### src/sv/bps_pkg.sv
// ----------------------------------------------------------------------------
// bps_pkg
// shared widths, op codes, sequencer mode type and the beat structs
// ----------------------------------------------------------------------------
package bps_pkg;

  localparam int OP_W    = 2;
  localparam int TIME_W  = 16;
  localparam int COUNT_W = 8;

  localparam logic [OP_W-1:0] OP_TICK    = 2'd0;
  localparam logic [OP_W-1:0] OP_BEEP    = 2'd1;
  localparam logic [OP_W-1:0] OP_PATTERN = 2'd2;

  localparam logic [TIME_W-1:0] TIME_MAX = {TIME_W{1'b1}};

  typedef enum logic [1:0] {
    MODE_IDLE    = 2'd0,
    MODE_BEEP    = 2'd1,
    MODE_PATTERN = 2'd2
  } mode_t;

  typedef struct packed {
    logic [OP_W-1:0]    op;
    logic [TIME_W-1:0]  beep_duration;
    logic [COUNT_W-1:0] beep_count;
    logic [TIME_W-1:0]  on_time;
    logic [TIME_W-1:0]  off_time;
  } item_t;

  typedef struct packed {
    logic buzzer_level;
    logic active;
  } result_t;

endpackage

### src/sv/beep_pattern_sequencer_unit.sv
// ----------------------------------------------------------------------------
// beep_pattern_sequencer_unit
// buzzer sequencer: ticks, single beeps and beep patterns, one result per beat
// ----------------------------------------------------------------------------
//
// channel  direction  handshake             payload
// in       input      in_valid / in_ready   op, beep_duration, beep_count,
//                                           on_time, off_time
// out      output     out_valid / out_ready buzzer_level, active
// cfg      input      cfg_valid / cfg_ready cfg_enable
//
// one beat per cycle sustained while the out side keeps out_ready high; a beat
// passes through the input register and then the result register
// the only loop is the sequencer state update
// rst is synchronous: clears both pipeline stages, idles the sequencer and
// sets enable to 1
// a stalled out side holds the result register; the input register keeps
// taking beats as long as the result register is free or being drained
// cfg beats wait until both pipeline stages are empty
//
module beep_pattern_sequencer_unit (
  input  logic                        clk,
  input  logic                        rst,

  input  logic                        in_valid,
  output logic                        in_ready,
  input  logic [bps_pkg::OP_W-1:0]    op,
  input  logic [bps_pkg::TIME_W-1:0]  beep_duration,
  input  logic [bps_pkg::COUNT_W-1:0] beep_count,
  input  logic [bps_pkg::TIME_W-1:0]  on_time,
  input  logic [bps_pkg::TIME_W-1:0]  off_time,

  output logic                        out_valid,
  input  logic                        out_ready,
  output logic                        buzzer_level,
  output logic                        active,

  input  logic                        cfg_valid,
  output logic                        cfg_ready,
  input  logic                        cfg_enable
);
  import bps_pkg::*;

  // enable register, writes only land while both pipeline stages are empty
  logic    enable;

  // input register stage
  logic    item_valid;
  item_t   item;

  // result register stage
  result_t result_next;
  result_t result;

  // item in the input register moves on once the result slot is free or being drained
  logic    step;

  assign step      = item_valid && (!out_valid || out_ready);
  assign in_ready  = !item_valid || step;
  // nothing in flight in either stage
  assign cfg_ready = !item_valid && !out_valid;

  always_ff @(posedge clk) begin
    if (rst) begin
      enable <= 1'b1;
    end else if (cfg_valid && cfg_ready) begin
      enable <= cfg_enable;
    end
  end

  // input register
  always_ff @(posedge clk) begin
    if (rst) begin
      item_valid <= 1'b0;
    end else if (in_ready) begin
      item_valid <= in_valid;
    end
  end

  always_ff @(posedge clk) begin
    if (in_valid && in_ready) begin
      item.op            <= op;
      item.beep_duration <= beep_duration;
      item.beep_count    <= beep_count;
      item.on_time       <= on_time;
      item.off_time      <= off_time;
    end
  end

  // sequencer state and its update
  bps_core u_core (
    .clk    (clk),
    .rst    (rst),
    .step   (step),
    .enable (enable),
    .item   (item),
    .result (result_next)
  );

  // result register
  always_ff @(posedge clk) begin
    if (rst) begin
      out_valid <= 1'b0;
    end else if (step) begin
      out_valid <= 1'b1;
    end else if (out_ready) begin
      out_valid <= 1'b0;
    end
  end

  always_ff @(posedge clk) begin
    if (step) begin
      result <= result_next;
    end
  end

  assign buzzer_level = result.buzzer_level;
  assign active       = result.active;

endmodule

### src/sv/bps_core.sv
// ----------------------------------------------------------------------------
// bps_core
// sequencer state and its update for one beat; result is the state after it
// ----------------------------------------------------------------------------
module bps_core (
  input  logic            clk,
  input  logic            rst,
  input  logic            step,
  input  logic            enable,
  input  bps_pkg::item_t  item,
  output bps_pkg::result_t result
);
  import bps_pkg::*;

  mode_t              mode, mode_next;
  logic               drive_level, drive_level_next;
  logic [TIME_W-1:0]  elapsed_ms, elapsed_ms_next;
  logic [TIME_W-1:0]  interval_ms, interval_ms_next;
  logic [COUNT_W-1:0] total_beeps, total_beeps_next;
  logic [COUNT_W-1:0] beeps_done, beeps_done_next;
  logic [TIME_W-1:0]  saved_on_ms, saved_on_ms_next;
  logic [TIME_W-1:0]  saved_off_ms, saved_off_ms_next;
  logic               phase_on, phase_on_next;

  logic [TIME_W-1:0]  elapsed_inc;
  logic [COUNT_W-1:0] done_inc;
  logic               expired;

  // saturating millisecond count and interval compare
  assign elapsed_inc = (elapsed_ms == TIME_MAX) ? elapsed_ms : elapsed_ms + 1'b1;
  assign expired     = (elapsed_inc >= interval_ms);
  assign done_inc    = beeps_done + 1'b1;

  // next state
  always_comb begin
    mode_next         = mode;
    drive_level_next  = drive_level;
    elapsed_ms_next   = elapsed_ms;
    interval_ms_next  = interval_ms;
    total_beeps_next  = total_beeps;
    beeps_done_next   = beeps_done;
    saved_on_ms_next  = saved_on_ms;
    saved_off_ms_next = saved_off_ms;
    phase_on_next     = phase_on;
    case (item.op)
      OP_TICK: begin
        if (!enable && mode != MODE_IDLE) begin
          drive_level_next = 1'b0;
          mode_next        = MODE_IDLE;
        end else begin
          elapsed_ms_next = elapsed_inc;
          if (expired) begin
            case (mode)
              MODE_BEEP: begin
                drive_level_next = 1'b0;
                mode_next        = MODE_IDLE;
              end
              MODE_PATTERN: begin
                if (phase_on) begin
                  drive_level_next = 1'b0;
                  beeps_done_next  = done_inc;
                  if (done_inc >= total_beeps) begin
                    mode_next = MODE_IDLE;
                  end else begin
                    phase_on_next    = 1'b0;
                    interval_ms_next = saved_off_ms;
                    elapsed_ms_next  = '0;
                  end
                end else begin
                  phase_on_next    = 1'b1;
                  drive_level_next = 1'b1;
                  interval_ms_next = saved_on_ms;
                  elapsed_ms_next  = '0;
                end
              end
              default: begin
              end
            endcase
          end
        end
      end
      OP_BEEP: begin
        if (enable && mode == MODE_IDLE) begin
          drive_level_next = 1'b1;
          interval_ms_next = item.beep_duration;
          elapsed_ms_next  = '0;
          mode_next        = MODE_BEEP;
        end
      end
      OP_PATTERN: begin
        if (enable && item.beep_count != '0 && mode == MODE_IDLE) begin
          total_beeps_next  = item.beep_count;
          beeps_done_next   = '0;
          saved_on_ms_next  = item.on_time;
          saved_off_ms_next = item.off_time;
          drive_level_next  = 1'b1;
          interval_ms_next  = item.on_time;
          elapsed_ms_next   = '0;
          mode_next         = MODE_PATTERN;
          phase_on_next     = 1'b1;
        end
      end
      default: begin
      end
    endcase
  end

  // outputs
  always_comb begin
    result.buzzer_level = drive_level_next;
    result.active       = (mode_next != MODE_IDLE);
  end

  always_ff @(posedge clk) begin
    if (rst) begin
      mode         <= MODE_IDLE;
      drive_level  <= 1'b0;
      elapsed_ms   <= '0;
      interval_ms  <= '0;
      total_beeps  <= '0;
      beeps_done   <= '0;
      saved_on_ms  <= '0;
      saved_off_ms <= '0;
      phase_on     <= 1'b0;
    end else if (step) begin
      mode         <= mode_next;
      drive_level  <= drive_level_next;
      elapsed_ms   <= elapsed_ms_next;
      interval_ms  <= interval_ms_next;
      total_beeps  <= total_beeps_next;
      beeps_done   <= beeps_done_next;
      saved_on_ms  <= saved_on_ms_next;
      saved_off_ms <= saved_off_ms_next;
      phase_on     <= phase_on_next;
    end
  end

endmodule
### config.mk
export PLATFORM = sky130hd
export DESIGN_NAME = beep_pattern_sequencer_unit
export DESIGN_NICKNAME = d
export VERILOG_FILES = /design/src/sv/bps_pkg.sv /design/src/sv/beep_pattern_sequencer_unit.sv /design/src/sv/bps_core.sv
export SDC_FILE = /design/constraint.sdc
export NUM_CORES = 1
export LEC_CHECK = 0
export BUFFER_PORTS_ARGS = -buffer_cell sky130_fd_sc_hd__buf_4
export CORE_AREA = 2 2 137 139
export CTS_BUF_LIST = sky130_fd_sc_hd__clkbuf_16
export CTS_CLUSTER_SIZE = 14
export DETAILED_ROUTE_END_ITERATION = 10
export DIE_AREA = 0 0 139 141
export GPL_TIMING_DRIVEN = 1
export PLACE_DENSITY_LB_ADDON = 0.05
export SLEW_MARGIN = 15
export SYNTH_ARGS = -nofsm -noshare
export SYNTH_HDL_FRONTEND = slang
export SYNTH_SLANG_ARGS = --single-unit
### constraint.sdc
create_clock -name clk -period 5 [get_ports clk]
set_input_delay 1 -clock clk [delete_from_list [all_inputs] [get_ports clk]]
set_output_delay 1 -clock clk [all_outputs]
set_load 0.01 [all_outputs]
==> run summary <==
status - finished clean
DRT iter0 DRCs - 383
Initial Util - 39.1%
initial antenna violation count - 0
DR pass1 iterations - 5
pwr dens - 338 nW/um2
CTS resizes - 0
Reg-to-Reg End - u_core.beeps_done[2]
number of diodes - 0
most common cell after layout, fill and taps aside - nand2_1
worst hold start - u_core.saved_on_ms[5]
Total GRT Usage - 18.0%
Syn Inst Count - 745
hold_ws - 0.452 ns
via count - 5,521
PortBufs - 68
layout cells sized above 1 - 17.6%
largest net degree at the start of global routing - 64
DRC viols - 0
Critical Path Source Type - register
crit path max fanout - 12
final count of pins violating max slew - 0
crit path capture type - register
Placed Cells - 1,007
Max transition margin - 27.3%
Post-DP HPWL - 11,200 um
die height - 141 um
WP data required - 5.34 ns
setup TNS - 0 ns
post-detailed-route count of antenna-violating nets - 0
CTS tree - built
Yosys cell types - 59
Row Count - 50
warning count from the yosys run - 0
WL final - 16,800 um
setup ws final - 0.684 ns
CTS buffer count - 17
Setup violations, final - 0
Mapped Area - 7140 um2
commonest cells after routing, fill and taps aside - nand2_1, dfxtp_1, buf_4
clock tree buffer depth - 2
clk sinks - 147
I/O pin total - 69
Hold Path Sink - u_core.saved_on_ms[5]
first-pass GRT wire length - 28,100 um
EDFF count, synth - 60
final hold vios - 0
WL/cell - 16.2 um
Max Clock Skew - 0.0182 ns
via/cell ratio - 5.31
die area - 19,600 um2
Reg2Reg Setup Slack - 0.68 ns
reg-to-reg startpoint - u_core.elapsed_ms[0]
Die Wd - 139 um
average size of a mapped cell - 9.58 um2
Non-Filler Instances - 1,039
Worst Path Arrival - 4.66 ns
Syn-to-layout area delta - 17.4%
core area - 18,300 um2
net count after synthesis - 842
max_cap viols - 0
total grt overflow - 0
measured slew at the worst slew-check pin - 1.09 ns
Worst-path clk slew - 0.06 ns
FF+latch count, synth - 147
Post-synth ARST share - 0%
fmax - 232 MHz
worst reg-to-reg path cell count - 13
H-tree levels - 4
Tot Pwr - 2830 uW
RSZ-0062 raised after global routing - false
clock latency on the worst-skew pair - 0.43 ns
hold buffer count at cts - 0
Lkg Pwr - 0.00324 uW
post-CTS setup-driven buffer insertion count - 0
Main synth FF type - dfxtp_1
post-synthesis sequential area ratio - 49.6%
Max VDD drop - 0.239 mV
vias in the first global route - 5,496
pre-CTS setup slack - 0.724 ns
CTS Root Cell - clkbuf_16
nets - 889
period utilization - 86.3%
min cycle time layout - 4.32 ns
Hold WC Path Type - register to register
Routability Congestion - 0.873
Worst Hold Depth - 2
worst setup path category - register to register
worst max path at each step:
stage | start | end | slack [ns]
floorplan | u_core.elapsed_ms[0] | u_core.elapsed_ms[15] | 1.11
global placement | u_core.elapsed_ms[0] | u_core.beeps_done[2] | 0.85
detailed placement | u_core.elapsed_ms[0] | u_core.beeps_done[2] | 0.72
CTS | u_core.elapsed_ms[0] | u_core.beeps_done[2] | 0.71
global route | u_core.elapsed_ms[6] | u_core.interval_ms[9] | 0.32
finish | u_core.elapsed_ms[0] | u_core.beeps_done[2] | 0.68
logic make-up after synthesis:
logic type      Yosys count  synth area share [%]
xor+xnor                 17                  2.09
simple gates            260                  16.6
compound gates          173                  16.2
flops                   147                  49.6
buf+inv                  79                  4.35
mux                      36                  5.35
fa+ha+maj                33                  5.79
cell type report:
cell class,count,area (um2)
Clock buffer,17,425
Clock inverter,15,150
Fill cell,1774,9890
Inverter,32,120
Multi-Input combinational cell,519,3290
Sequential cell,147,3540
Tap cell,234,293
Timing Repair Buffer,75,563
power breakdown:
part | switching, uW | internal (uW) | total [uW]
registers | 25.3 | 1300 | 1320
logic | 152 | 107 | 259
clock network | 550 | 702 | 1250
synthesized netlist by cell type (4+ instances only):
cell type | count | area [um2]
nor2b_1 | 5 | 31.3
o21ai_0 | 17 | 85.1
or3_1 | 7 | 43.8
a211oi_1 | 6 | 45.0
a21oi_1 | 68 | 340
nand2_1 | 147 | 552
xnor2_1 | 10 | 87.6
xor2_1 | 7 | 61.3
dfxtp_1 | 87 | 1740
mux2_2 | 17 | 191
buf_2 | 5 | 25.0
nor2_1 | 31 | 116
or4_1 | 6 | 45.0
a31o_2 | 8 | 70.1
mux2i_1 | 19 | 190
edfxtp_1 | 60 | 1800
nand2b_1 | 4 | 25.0
o211ai_1 | 21 | 158
a22oi_1 | 16 | 120
a211o_1 | 6 | 52.6
and3_1 | 10 | 62.6
inv_1 | 32 | 120
nand4_1 | 9 | 56.3
nand3_1 | 22 | 110
ha_1 | 33 | 413
clkbuf_1 | 39 | 146
flip-flops by register name, summed over array words and instances (netlist names):
name	count
u_core.beeps_done	8
out_valid	1
item	58
u_core.interval_ms	16
u_core.mode	2
u_core.drive_level	1
active	1
item_valid	1
u_core.phase_on	1
u_core.saved_off_ms	16
u_core.elapsed_ms	16
enable	1
u_core.saved_on_ms	16
buzzer_level	1
u_core.total_beeps	8
critical path, cell delays in order, from the launching register on:
cell	delay [ns]
dfxtp_1	0.48
ha_1	0.31
nand3_1	0.23
nor4_1	0.36
buf_4	0.21
nor2_1	0.06
xor2_1	0.16
ha_1	0.31
nand4_1	0.16
or3_1	0.43
o311a_1	0.38
a221o_1	0.49
or4b_1	0.51
a21oi_1	0.14
metrics by stage:
stage | cell area, um2 | util (%)
2_1_floorplan | 7140 | -
3_3_place_gp | 7810 | 42.7
3_5_place_dp | 7810 | 42.7
4_1_cts | 8380 | 45.9
5_1_grt | 8380 | 45.9
6_report | 8380 | 45.9
routing by layer:
layer	routed length (um)	global-route usage, %	vias up
met5	0	0	-
met4	202	5.16	0
met3	721	4.14	13
met2	7770	29.3	122
met1	8130	24.1	2610
li1	-	-	2776
(Power assumes the default switching activity.)
